File: config.mk
export PLATFORM = sky130hd
export DESIGN_NAME = risc_integer_execute_unit_core
export DESIGN_NICKNAME = d
export VERILOG_FILES = /design/src/riscx_pkg.sv /design/src/riscx_regfile.sv /design/src/riscx_alu.sv /design/src/risc_integer_execute_unit_core.sv
export SDC_FILE = /design/constraint.sdc
export NUM_CORES = 2
export LEC_CHECK = 0
export ABC_AREA = 1
export BUFFER_PORTS_ARGS = -buffer_cell sky130_fd_sc_hd__buf_2
export CAP_MARGIN = 40
export CELL_PAD_IN_SITES_DETAIL_PLACEMENT = 0
export CELL_PAD_IN_SITES_GLOBAL_PLACEMENT = 1
export CORE_MARGIN = 5
export CORE_UTILIZATION = 35
export CTS_BUF_LIST = sky130_fd_sc_hd__clkbuf_16
export CTS_CLUSTER_SIZE = 28
export DETAILED_ROUTE_END_ITERATION = 10
export GPL_ROUTABILITY_DRIVEN = 0
export PLACE_DENSITY = 0.64
export SETUP_SLACK_MARGIN = 0.2
export SLEW_MARGIN = 20
export SYNTH_ARGS = -nofsm -noshare
export SYNTH_HDL_FRONTEND = slang
export SYNTH_HIERARCHICAL = 1
export SYNTH_SLANG_ARGS = --single-unit
File: constraint.sdc
create_clock -name clk_i -period 8.3 [get_ports clk_i]
set_clock_uncertainty 0.05 [all_clocks]
set_input_delay 0.415 -clock clk_i [delete_from_list [all_inputs] [get_ports clk_i]]
set_output_delay 0.415 -clock clk_i [all_outputs]
set_load 0.1 [all_outputs]
File: src/riscx_pkg.sv
`default_nettype none

package riscx_pkg;

  localparam int REG_COUNT = 32;
  localparam int REG_IDX_W = $clog2(REG_COUNT);
  localparam int XLEN      = 32;
  localparam int FUNC_W    = 4;
  localparam int SHAMT_W   = 5;
  localparam int IMM_W     = 16;
  localparam int TGT_W     = 26;
  localparam int IN_DATA_W  = 72;
  localparam int OUT_DATA_W = 72;

  localparam logic [REG_IDX_W-1:0] LINK_REG = REG_IDX_W'(31);
  localparam logic [REG_IDX_W-1:0] ZERO_REG = '0;
  localparam logic [XLEN-1:0]      PC_STEP  = XLEN'(4);

  typedef enum logic [FUNC_W-1:0] {
    FN_ADD  = 4'd0,
    FN_SUB  = 4'd1,
    FN_AND  = 4'd2,
    FN_OR   = 4'd3,
    FN_NOR  = 4'd4,
    FN_SLL  = 4'd5,
    FN_SRL  = 4'd6,
    FN_ADDI = 4'd7,
    FN_ANDI = 4'd8,
    FN_ORI  = 4'd9,
    FN_BEQ  = 4'd10,
    FN_BNE  = 4'd11,
    FN_JAL  = 4'd12,
    FN_JR   = 4'd13
  } func_e;

  typedef struct packed {
    func_e                func;
    logic [REG_IDX_W-1:0] rs;
    logic [REG_IDX_W-1:0] rt;
    logic [REG_IDX_W-1:0] rd;
    logic [SHAMT_W-1:0]   sa;
    logic [IMM_W-1:0]     imm;
    logic [TGT_W-1:0]     tgt;
  } instr_t;

  typedef struct packed {
    logic [XLEN-1:0]      next_address;
    logic                 wen;
    logic [REG_IDX_W-1:0] widx;
    logic [XLEN-1:0]      wval;
    logic                 taken;
  } result_t;

  typedef struct packed {
    logic                 en;
    logic [REG_IDX_W-1:0] idx;
    logic [XLEN-1:0]      data;
  } rf_wr_t;

endpackage

`default_nettype wire

File: src/riscx_regfile.sv
`default_nettype none

module riscx_regfile
  import riscx_pkg::*;
(
  input  wire logic                 clk_i,
  input  wire logic                 rst_ni,
  input  wire logic                 rd_en_i,
  input  wire logic [REG_IDX_W-1:0] rd_a_idx_i,
  input  wire logic [REG_IDX_W-1:0] rd_b_idx_i,
  output logic      [XLEN-1:0]      rd_a_data_o,
  output logic      [XLEN-1:0]      rd_b_data_o,
  input  wire rf_wr_t               wr_i
);

  logic [XLEN-1:0]      mem_q [REG_COUNT];
  logic [REG_COUNT-1:0] vld_q;
  logic [XLEN-1:0]      rdata_a_q, rdata_b_q;
  logic                 rvld_a_q, rvld_b_q;
  logic [REG_IDX_W-1:0] ridx_a_q, ridx_b_q;
  logic                 fwd_vld_q;
  logic [REG_IDX_W-1:0] fwd_idx_q;
  logic [XLEN-1:0]      fwd_data_q;

  always_ff @(posedge clk_i) begin
    if (wr_i.en) begin
      mem_q[wr_i.idx] <= wr_i.data;
    end
  end

  always_ff @(posedge clk_i) begin
    if (rd_en_i) begin
      rdata_a_q <= mem_q[rd_a_idx_i];
      rdata_b_q <= mem_q[rd_b_idx_i];
      ridx_a_q  <= rd_a_idx_i;
      ridx_b_q  <= rd_b_idx_i;
    end
  end

  // entries never written read as zero
  always_ff @(posedge clk_i or negedge rst_ni) begin
    if (!rst_ni) begin
      vld_q    <= '0;
      rvld_a_q <= 1'b0;
      rvld_b_q <= 1'b0;
    end else begin
      if (rd_en_i) begin
        rvld_a_q <= vld_q[rd_a_idx_i];
        rvld_b_q <= vld_q[rd_b_idx_i];
      end
      if (wr_i.en) begin
        vld_q[wr_i.idx] <= 1'b1;
      end
    end
  end

  // last write, covers a read issued on the same edge as the write
  always_ff @(posedge clk_i or negedge rst_ni) begin
    if (!rst_ni) begin
      fwd_vld_q <= 1'b0;
    end else if (wr_i.en) begin
      fwd_vld_q <= 1'b1;
    end
  end

  always_ff @(posedge clk_i) begin
    if (wr_i.en) begin
      fwd_idx_q  <= wr_i.idx;
      fwd_data_q <= wr_i.data;
    end
  end

  always_comb begin
    if (fwd_vld_q && (fwd_idx_q == ridx_a_q)) begin
      rd_a_data_o = fwd_data_q;
    end else begin
      rd_a_data_o = rvld_a_q ? rdata_a_q : '0;
    end
    if (fwd_vld_q && (fwd_idx_q == ridx_b_q)) begin
      rd_b_data_o = fwd_data_q;
    end else begin
      rd_b_data_o = rvld_b_q ? rdata_b_q : '0;
    end
  end

endmodule

`default_nettype wire

File: src/riscx_alu.sv
`default_nettype none

module riscx_alu
  import riscx_pkg::*;
(
  input  wire instr_t          instr_i,
  input  wire logic [XLEN-1:0] a_i,
  input  wire logic [XLEN-1:0] b_i,
  input  wire logic [XLEN-1:0] pc_i,
  output result_t              res_o
);

  logic [XLEN-1:0] imm_zx;
  logic [XLEN-1:0] br_target;
  logic [XLEN-1:0] pc_inc;
  result_t         r;

  always_comb begin
    imm_zx    = XLEN'(instr_i.imm);
    br_target = pc_i + {{(XLEN-IMM_W-2){instr_i.imm[IMM_W-1]}}, instr_i.imm, 2'b00};
    pc_inc    = pc_i + PC_STEP;

    r.next_address = pc_inc;
    r.wen          = 1'b0;
    r.widx         = ZERO_REG;
    r.wval         = '0;
    r.taken        = 1'b0;

    case (instr_i.func)
      FN_ADD: begin
        r.wen = 1'b1; r.widx = instr_i.rd; r.wval = a_i + b_i;
      end
      FN_SUB: begin
        r.wen = 1'b1; r.widx = instr_i.rd; r.wval = a_i - b_i;
      end
      FN_AND: begin
        r.wen = 1'b1; r.widx = instr_i.rd; r.wval = a_i & b_i;
      end
      FN_OR: begin
        r.wen = 1'b1; r.widx = instr_i.rd; r.wval = a_i | b_i;
      end
      FN_NOR: begin
        r.wen = 1'b1; r.widx = instr_i.rd; r.wval = ~(a_i | b_i);
      end
      FN_SLL: begin
        r.wen = 1'b1; r.widx = instr_i.rd; r.wval = b_i << instr_i.sa;
      end
      FN_SRL: begin
        r.wen = 1'b1; r.widx = instr_i.rd; r.wval = b_i >> instr_i.sa;
      end
      FN_ADDI: begin
        r.wen = 1'b1; r.widx = instr_i.rt; r.wval = a_i + imm_zx;
      end
      FN_ANDI: begin
        r.wen = 1'b1; r.widx = instr_i.rt; r.wval = a_i & imm_zx;
      end
      FN_ORI: begin
        r.wen = 1'b1; r.widx = instr_i.rt; r.wval = a_i | imm_zx;
      end
      FN_BEQ: begin
        if (a_i == b_i) begin
          r.taken = 1'b1; r.next_address = br_target;
        end
      end
      FN_BNE: begin
        if (a_i != b_i) begin
          r.taken = 1'b1; r.next_address = br_target;
        end
      end
      FN_JAL: begin
        r.wen          = 1'b1;
        r.widx         = LINK_REG;
        r.wval         = pc_inc;
        r.taken        = 1'b1;
        r.next_address = {{(XLEN-TGT_W-2){1'b0}}, instr_i.tgt, 2'b00};
      end
      FN_JR: begin
        r.taken = 1'b1; r.next_address = a_i;
      end
      default: begin
        r.wen = 1'b0;
      end
    endcase

    // writes to register zero are dropped and reported as no write
    if (!r.wen || (r.widx == ZERO_REG)) begin
      r.wen  = 1'b0;
      r.widx = ZERO_REG;
      r.wval = '0;
    end
    res_o = r;
  end

endmodule

`default_nettype wire

File: src/risc_integer_execute_unit_core.sv
// channel  dir  tdata fields (low bit up)
// s_axis   in   func[3:0] src_a_index[8:4] src_b_index[13:9] dest_index[18:14]
//               shift_amount[23:19] immediate[39:24] jump_target[65:40]
// m_axis   out  next_address[31:0] write_enable[32] write_index[37:33]
//               write_value[69:38] branch_taken[70]
// cfg      in   start_address, written when cfg_wen_i is high
//
// one item per cycle while the output is not stalled; an item passes the execute
// register, then the output register. the accepting edge reads rs and rt from the
// register file ram; the execute stage then runs, and the edge on which it advances
// writes back and loads the output register (back-to-back hazards bypassed)
// after reset all registers read zero and the pc is zero; a config write
// reloads the pc
// a stalled output holds the execute stage, which then stops taking items
`default_nettype none

module risc_integer_execute_unit_core
  import riscx_pkg::*;
(
  input  wire logic                  clk_i,
  input  wire logic                  rst_ni,
  input  wire logic                  s_axis_tvalid_i,
  output logic                       s_axis_tready_o,
  // func, src_a_index, src_b_index, dest_index, shift_amount, immediate,
  // jump_target, zero pad
  input  wire logic [IN_DATA_W-1:0]  s_axis_tdata_i,
  output logic                       m_axis_tvalid_o,
  input  wire logic                  m_axis_tready_i,
  // next_address, write_enable, write_index, write_value, branch_taken, zero pad
  output logic      [OUT_DATA_W-1:0] m_axis_tdata_o,
  input  wire logic                  cfg_wen_i,
  input  wire logic [XLEN-1:0]       cfg_wdata_i
);

  instr_t          in_instr;
  instr_t          ex_instr_q;
  logic            ex_valid_q, ex_valid_d;
  logic            m_valid_q, m_valid_d;
  result_t         m_res_q;
  logic [XLEN-1:0] pc_q, pc_d;
  logic            s_fire;
  logic            ex_adv;
  logic [XLEN-1:0] op_a, op_b;
  result_t         ex_res;
  rf_wr_t          rf_wr;

  assign in_instr.func = func_e'(s_axis_tdata_i[3:0]);
  assign in_instr.rs   = s_axis_tdata_i[8:4];
  assign in_instr.rt   = s_axis_tdata_i[13:9];
  assign in_instr.rd   = s_axis_tdata_i[18:14];
  assign in_instr.sa   = s_axis_tdata_i[23:19];
  assign in_instr.imm  = s_axis_tdata_i[39:24];
  assign in_instr.tgt  = s_axis_tdata_i[65:40];

  assign ex_adv          = ex_valid_q && (!m_valid_q || m_axis_tready_i);
  assign s_axis_tready_o = !ex_valid_q || ex_adv;
  assign s_fire          = s_axis_tvalid_i && s_axis_tready_o;

  riscx_regfile u_regfile (
    .clk_i      (clk_i),
    .rst_ni     (rst_ni),
    .rd_en_i    (s_fire),
    .rd_a_idx_i (in_instr.rs),
    .rd_b_idx_i (in_instr.rt),
    .rd_a_data_o(op_a),
    .rd_b_data_o(op_b),
    .wr_i       (rf_wr)
  );

  riscx_alu u_alu (
    .instr_i(ex_instr_q),
    .a_i    (op_a),
    .b_i    (op_b),
    .pc_i   (pc_q),
    .res_o  (ex_res)
  );

  always_comb begin
    rf_wr.en   = ex_adv && ex_res.wen;
    rf_wr.idx  = ex_res.widx;
    rf_wr.data = ex_res.wval;
  end

  always_comb begin
    ex_valid_d = ex_valid_q;
    if (s_fire) begin
      ex_valid_d = 1'b1;
    end else if (ex_adv) begin
      ex_valid_d = 1'b0;
    end

    m_valid_d = m_valid_q;
    if (ex_adv) begin
      m_valid_d = 1'b1;
    end else if (m_axis_tready_i) begin
      m_valid_d = 1'b0;
    end

    pc_d = pc_q;
    if (cfg_wen_i) begin
      pc_d = cfg_wdata_i;
    end else if (ex_adv) begin
      pc_d = ex_res.next_address;
    end
  end

  always_ff @(posedge clk_i or negedge rst_ni) begin
    if (!rst_ni) begin
      ex_valid_q <= 1'b0;
      m_valid_q  <= 1'b0;
      pc_q       <= '0;
    end else begin
      ex_valid_q <= ex_valid_d;
      m_valid_q  <= m_valid_d;
      pc_q       <= pc_d;
    end
  end

  always_ff @(posedge clk_i) begin
    if (s_fire) begin
      ex_instr_q <= in_instr;
    end
    if (ex_adv) begin
      m_res_q <= ex_res;
    end
  end

  assign m_axis_tvalid_o = m_valid_q;
  assign m_axis_tdata_o  = {1'b0, m_res_q.taken, m_res_q.wval, m_res_q.widx,
                            m_res_q.wen, m_res_q.next_address};

endmodule

`default_nettype wire

### After elaboration in Yosys (flattened, before gate mapping)

Memories as Yosys holds them, arrays and structs flattened. A register that Yosys moved wholly into a read port is not among the register bits.
Index checks and enable logic that the tools add are counted.

* output and inout port bits: 74
* input port bits: 109
* logic and storage cells: 102
* bits in writable memories: 1024
* memories kept: 1
* register bits: 243

Memory list
* u_regfile.mem_q: words 32, bits a word 32, read ports 2, clocked after memory_dff 2, write ports 1, RTL line riscx_regfile.sv:16 `logic [XLEN-1:0] mem_q [REG_COUNT];`

* order comparisons: 4
* bitwise operators: 6
* equality and inequality tests: 17
* reduce and logical (&&, ||, !) cells: 19
* $add $sub $neg: 5
* shift-type cells: 2
* mux-type cells: 27

Operator list (count)
* 37-bit case mux with 11 select lines: 1
* 32-bit 2-to-1 mux: 8
* 32-bit case mux with 4 select lines: 1
* 32-bit adder: 2
* 32-bit OR: 2
* 38-bit 2-to-1 mux: 1
* 32-bit by 16-bit adder with 32-bit output: 1
* 32-bit by 3-bit adder with 32-bit output, second input constant: 1
* 32-bit by 16-bit AND with 32-bit output: 1
* 32-bit AND: 1
* 32-bit == test: 1
* 32-bit != test: 1
* 32-bit inverter: 1
* 32-bit by 16-bit OR with 32-bit output: 1
* 32-bit by 5-bit << shifter with 32-bit output: 1
* 32-bit by 5-bit >> shifter with 32-bit output: 1
* 32-bit subtractor: 1
* 4-bit == test, second input constant: 6
* 5-bit by 6-bit less-than comparator with 1-bit output, second input constant: 3
* 4-bit by 3-bit == test with 1-bit output, second input constant: 4
* 1-bit 2-to-1 mux: 12
* 11-bit OR reduction: 1
* 1-bit binary-select mux with 5-bit select: 2
* 5-bit == test: 2
* other kinds (12): 24

### Logic depth before layout (Yosys ltp)

* depth in word-level cells: 14
* gate-level depth with buffers: 26
* gate-level depth less buffers: 24

### Cells and area by module

The synthesis kept the hierarchy.

By module, submodules not included
* riscx_regfile: times used 1, cells an instance 6213, seq. area each 34958.5 µm², area an instance 57168.6 µm²
* riscx_alu: times used 1, cells an instance 2985, seq. area each 0.0 µm², area an instance 14569.0 µm²
* risc_integer_execute_unit_core: times used 1, cells an instance 395, seq. area each 4964.8 µm², area an instance 5967.0 µm²

### Least setup slack after synthesis

No wires, ideal clock.

* path kind: reg-to-reg
* start point: reg ex_instr_q[62] (netlist name)
* end point: mem u_regfile.mem_q[15][0] (enable)
* setup time: 0.422 ns
* setup slack: 2.493 ns
* cell stages (with the launch flop): 14
* required time: 7.828 ns
* arrival: 5.335 ns
* clock period less this slack: 5.807 ns
* path buffers: 2
* path through: edfxtp_1 > buf_2 > inv_2 > nand2_2 > nor2_4 > inv_2 > nand3_1 > nor2_1 > nand4_2 > buf_4 > inv_1 > nor2_1 > nand3_1 > nor2_1

RTL lines
* from (decl): RTL line risc_integer_execute_unit_core.sv:36 `instr_t ex_instr_q;`
* from (signal assigned): RTL line risc_integer_execute_unit_core.sv:121 `ex_instr_q <= in_instr;`
* to (decl): RTL line riscx_regfile.sv:16

==> qor.txt <==
Crit Path Category = reg2reg
Grt ovf = 0
Antenna Violating Nets Remaining = 0
Placed Cells incl. Taps = 12.4k
Leak pwr = 36.2 nW
WP data required = 8.95 ns
Fraction of layout cells with a size suffix above 1 = 0.0780
Logic pwr share = 0.272
Htree depth = 4
DP Wirelength = 208000 µm
Total GRT Usage = 0.278
Largest net degree at the start of global routing = 149
Clock tree sinks = 1336
Clock Power Share = 0.321
Initial Util = 0.352
Top cell family by delay on the critical path = simple AND/OR/NAND/NOR gates
Finished Core Util = 0.400
Switch share = 0.356
Die width = 481 µm
Post-cts resize count = 0
PortBufs = 175
Slew @ Worst Pin = 1.08 ns
Net switching power = 7.37 mW
Status = complete, no violations
CP Max Fanout = 43
PD cells = 235 nW/µm²
Peak VDD IR = 0.000213 V
Placed cell areas = 82100 µm²
Worst Slack Setup Final = 2.54 ns
Pre-CTS setup slack = 2.71 ns
DRC = 0
Power share of the sequential group = 0.407
Worst-case clock buffer depth = 3
Core Area = 220000 µm²
Synthesized area = 77600 µm²
Slew headroom = 0.277
Setup TNS = 0 ns
IO Pins = 183
Design Area, Final = 88000 µm²
Drt via density = 5.64
Final setup viols = 0
Ys Warns = 6
Vias = 72.0k
Crit path arrival time = 6.42 ns
Achievable Freq = 174 MHz
Final worst path period share = 0.694
# nets final = 9953
Antenna violations before repair = 13
CP Launch Point = u_regfile/fwd_idx_q[2]
Startpoint Class = register
Area grow syn2layout = 13.5%
Root Buffer = clkbuf_16
Post-Syn Instances = 9588
Clock-pin slew on the worst setup and hold paths = 0.07 ns
RSZ-0062 raised after global routing = false
Routed WL per cell = 26.0 µm
Most used cell, CP = nand2_1
Max Cap Viol = 0
Max incr delay on CP = 0.58 ns
Crit-path cells = inv_1 -> nor2_1 -> a211oi_1 -> nand3_4 -> buf_4 -> o21ai_0 -> inv_1 -> ha_1 -> nor2_1 -> nand2_1 -> nor2_1 -> nand4_1 -> nand2_1 -> inv_1 -> nor2_2 -> inv_2 -> nand3_1 -> nand4_1 -> nand2_2 -> nand2_1 -> nand2_1 -> nand2_1
Vias in the first global route = 68.1k
Fin. max-slew vios = 0
1st-iter DRT viols = 8395
CTS tree = yes
Endpoints failing hold = 0
Fillers = 22.0k
Tightest Hold Check Type = in2async
Total Wirelength = 332000 µm
Post-Syn Area per Cell = 8.09 µm²
Buf/Inv on CP = 5
Layout Cells excl Fill = 12.8k
Power Internal = 13.3 mW
Global-route wire length before repair = 476000 µm
TritonRoute pass-1 iters = 8
Min Tclk post-route = 5.76 ns
RR Startpoint = u_regfile/fwd_idx_q[2]
Syn Nets = 9862
Core Rows = 172
Total die area = 231000 µm²
CP max stage cell = nor2_2
Die Y = 481 µm
CTS Buf Count = 158
Clk_lat worst skew = 0.83 ns
Critical Path End Type = register
layer usage:
metal,global-route usage,vias to the layer above,share of wire
met5,0,-,0.00016
met4,0.120,8,0.047
met3,0.0415,652,0.085
met2,0.437,3603,0.45
met1,0.383,35100,0.42
li1,-,32700,-
flip-flops by register name (all words and copies together) (netlist names):
register              count
m_axis_tdata_o           71
u_regfile/rdata_a_q      32
u_regfile/rvld_b_q        1
u_regfile/ridx_a_q        5
pc_q                     32
u_regfile/fwd_idx_q       5
ex_valid_q                1
u_regfile/mem_q        1024
u_regfile/vld_q          32
u_regfile/ridx_b_q        5
m_axis_tvalid_o           1
u_regfile/rvld_a_q        1
u_regfile/fwd_vld_q       1
u_regfile/fwd_data_q     32
u_regfile/rdata_b_q      32
ex_instr_q               61
worst paths after layout:
path	cells past startpoint	slack, ns	to
max reg2reg	22	2.54	pc_q[13]
min reg2reg	1	0.44	u_regfile/vld_q[12]
min in group clk_i	1	0.11	u_regfile/ridx_a_q[2]
max	22	2.54	pc_q[13]
min	2	0.08	pc_q[0]
max in group asynchronous	3	7.07	u_regfile/vld_q[8]
power by group through the flow:
stage	registers [mW]	logic [mW]	clock network, mW
CTS	8.42	5.52	6.77
global placement	8.56	5.38	0
detailed placement	8.56	5.47	0
floorplan	8.95	2.98	0
global route	8.46	6.07	7.03
finish	8.43	5.63	6.64
final cells by class:
class / instances / area, µm² / share of cell area
multi-input cells: 7190 / 33400 / 0.379
inverters: 487 / 1900 / 0.0215
clock buffers: 162 / 4050 / 0.0460
diodes: 6 / 15.0 / 0.000171
flip-flops and latches: 1336 / 39800 / 0.452
repair buffers: 506 / 4420 / 0.0502
well taps: 2958 / 3700 / 0.0420
clock inverters: 124 / 818 / 0.00929
cell usage in the layout (no fill, tap or decap), drive strengths merged, types with 14 or more instances in the layout:
master,instances
o211ai,18
and2,16
edfxtp,1267
nand3b,18
clkinv,62
nor3,27
nand4,44
dlygate4sd3,92
dfrtp,69
a21oi,431
nand2,3437
clkbuf,162
buf,414
xor2,24
nand3,1992
o31ai,64
or2,47
o21ai,296
xnor2,14
inv,540
nor2,541
ha,162
repair_timing:
action | CTS | global route
hold buffers | 92 | 0
buffers inserted | 0 | 0
setup endpoints to repair | 0 | 0
hold endpoints to repair | 123 | 0
stage by stage:
step / hold slack, ns / power [mW]
floorplan: 0.0694 / 11.9
global placement: 0.402 / 13.9
detailed placement: 0.396 / 14.0
CTS: 0.0199 / 20.7
global route: 0.0572 / 21.5
finish: 0.0785 / 20.7
Power figures use the tool's default switching activity.
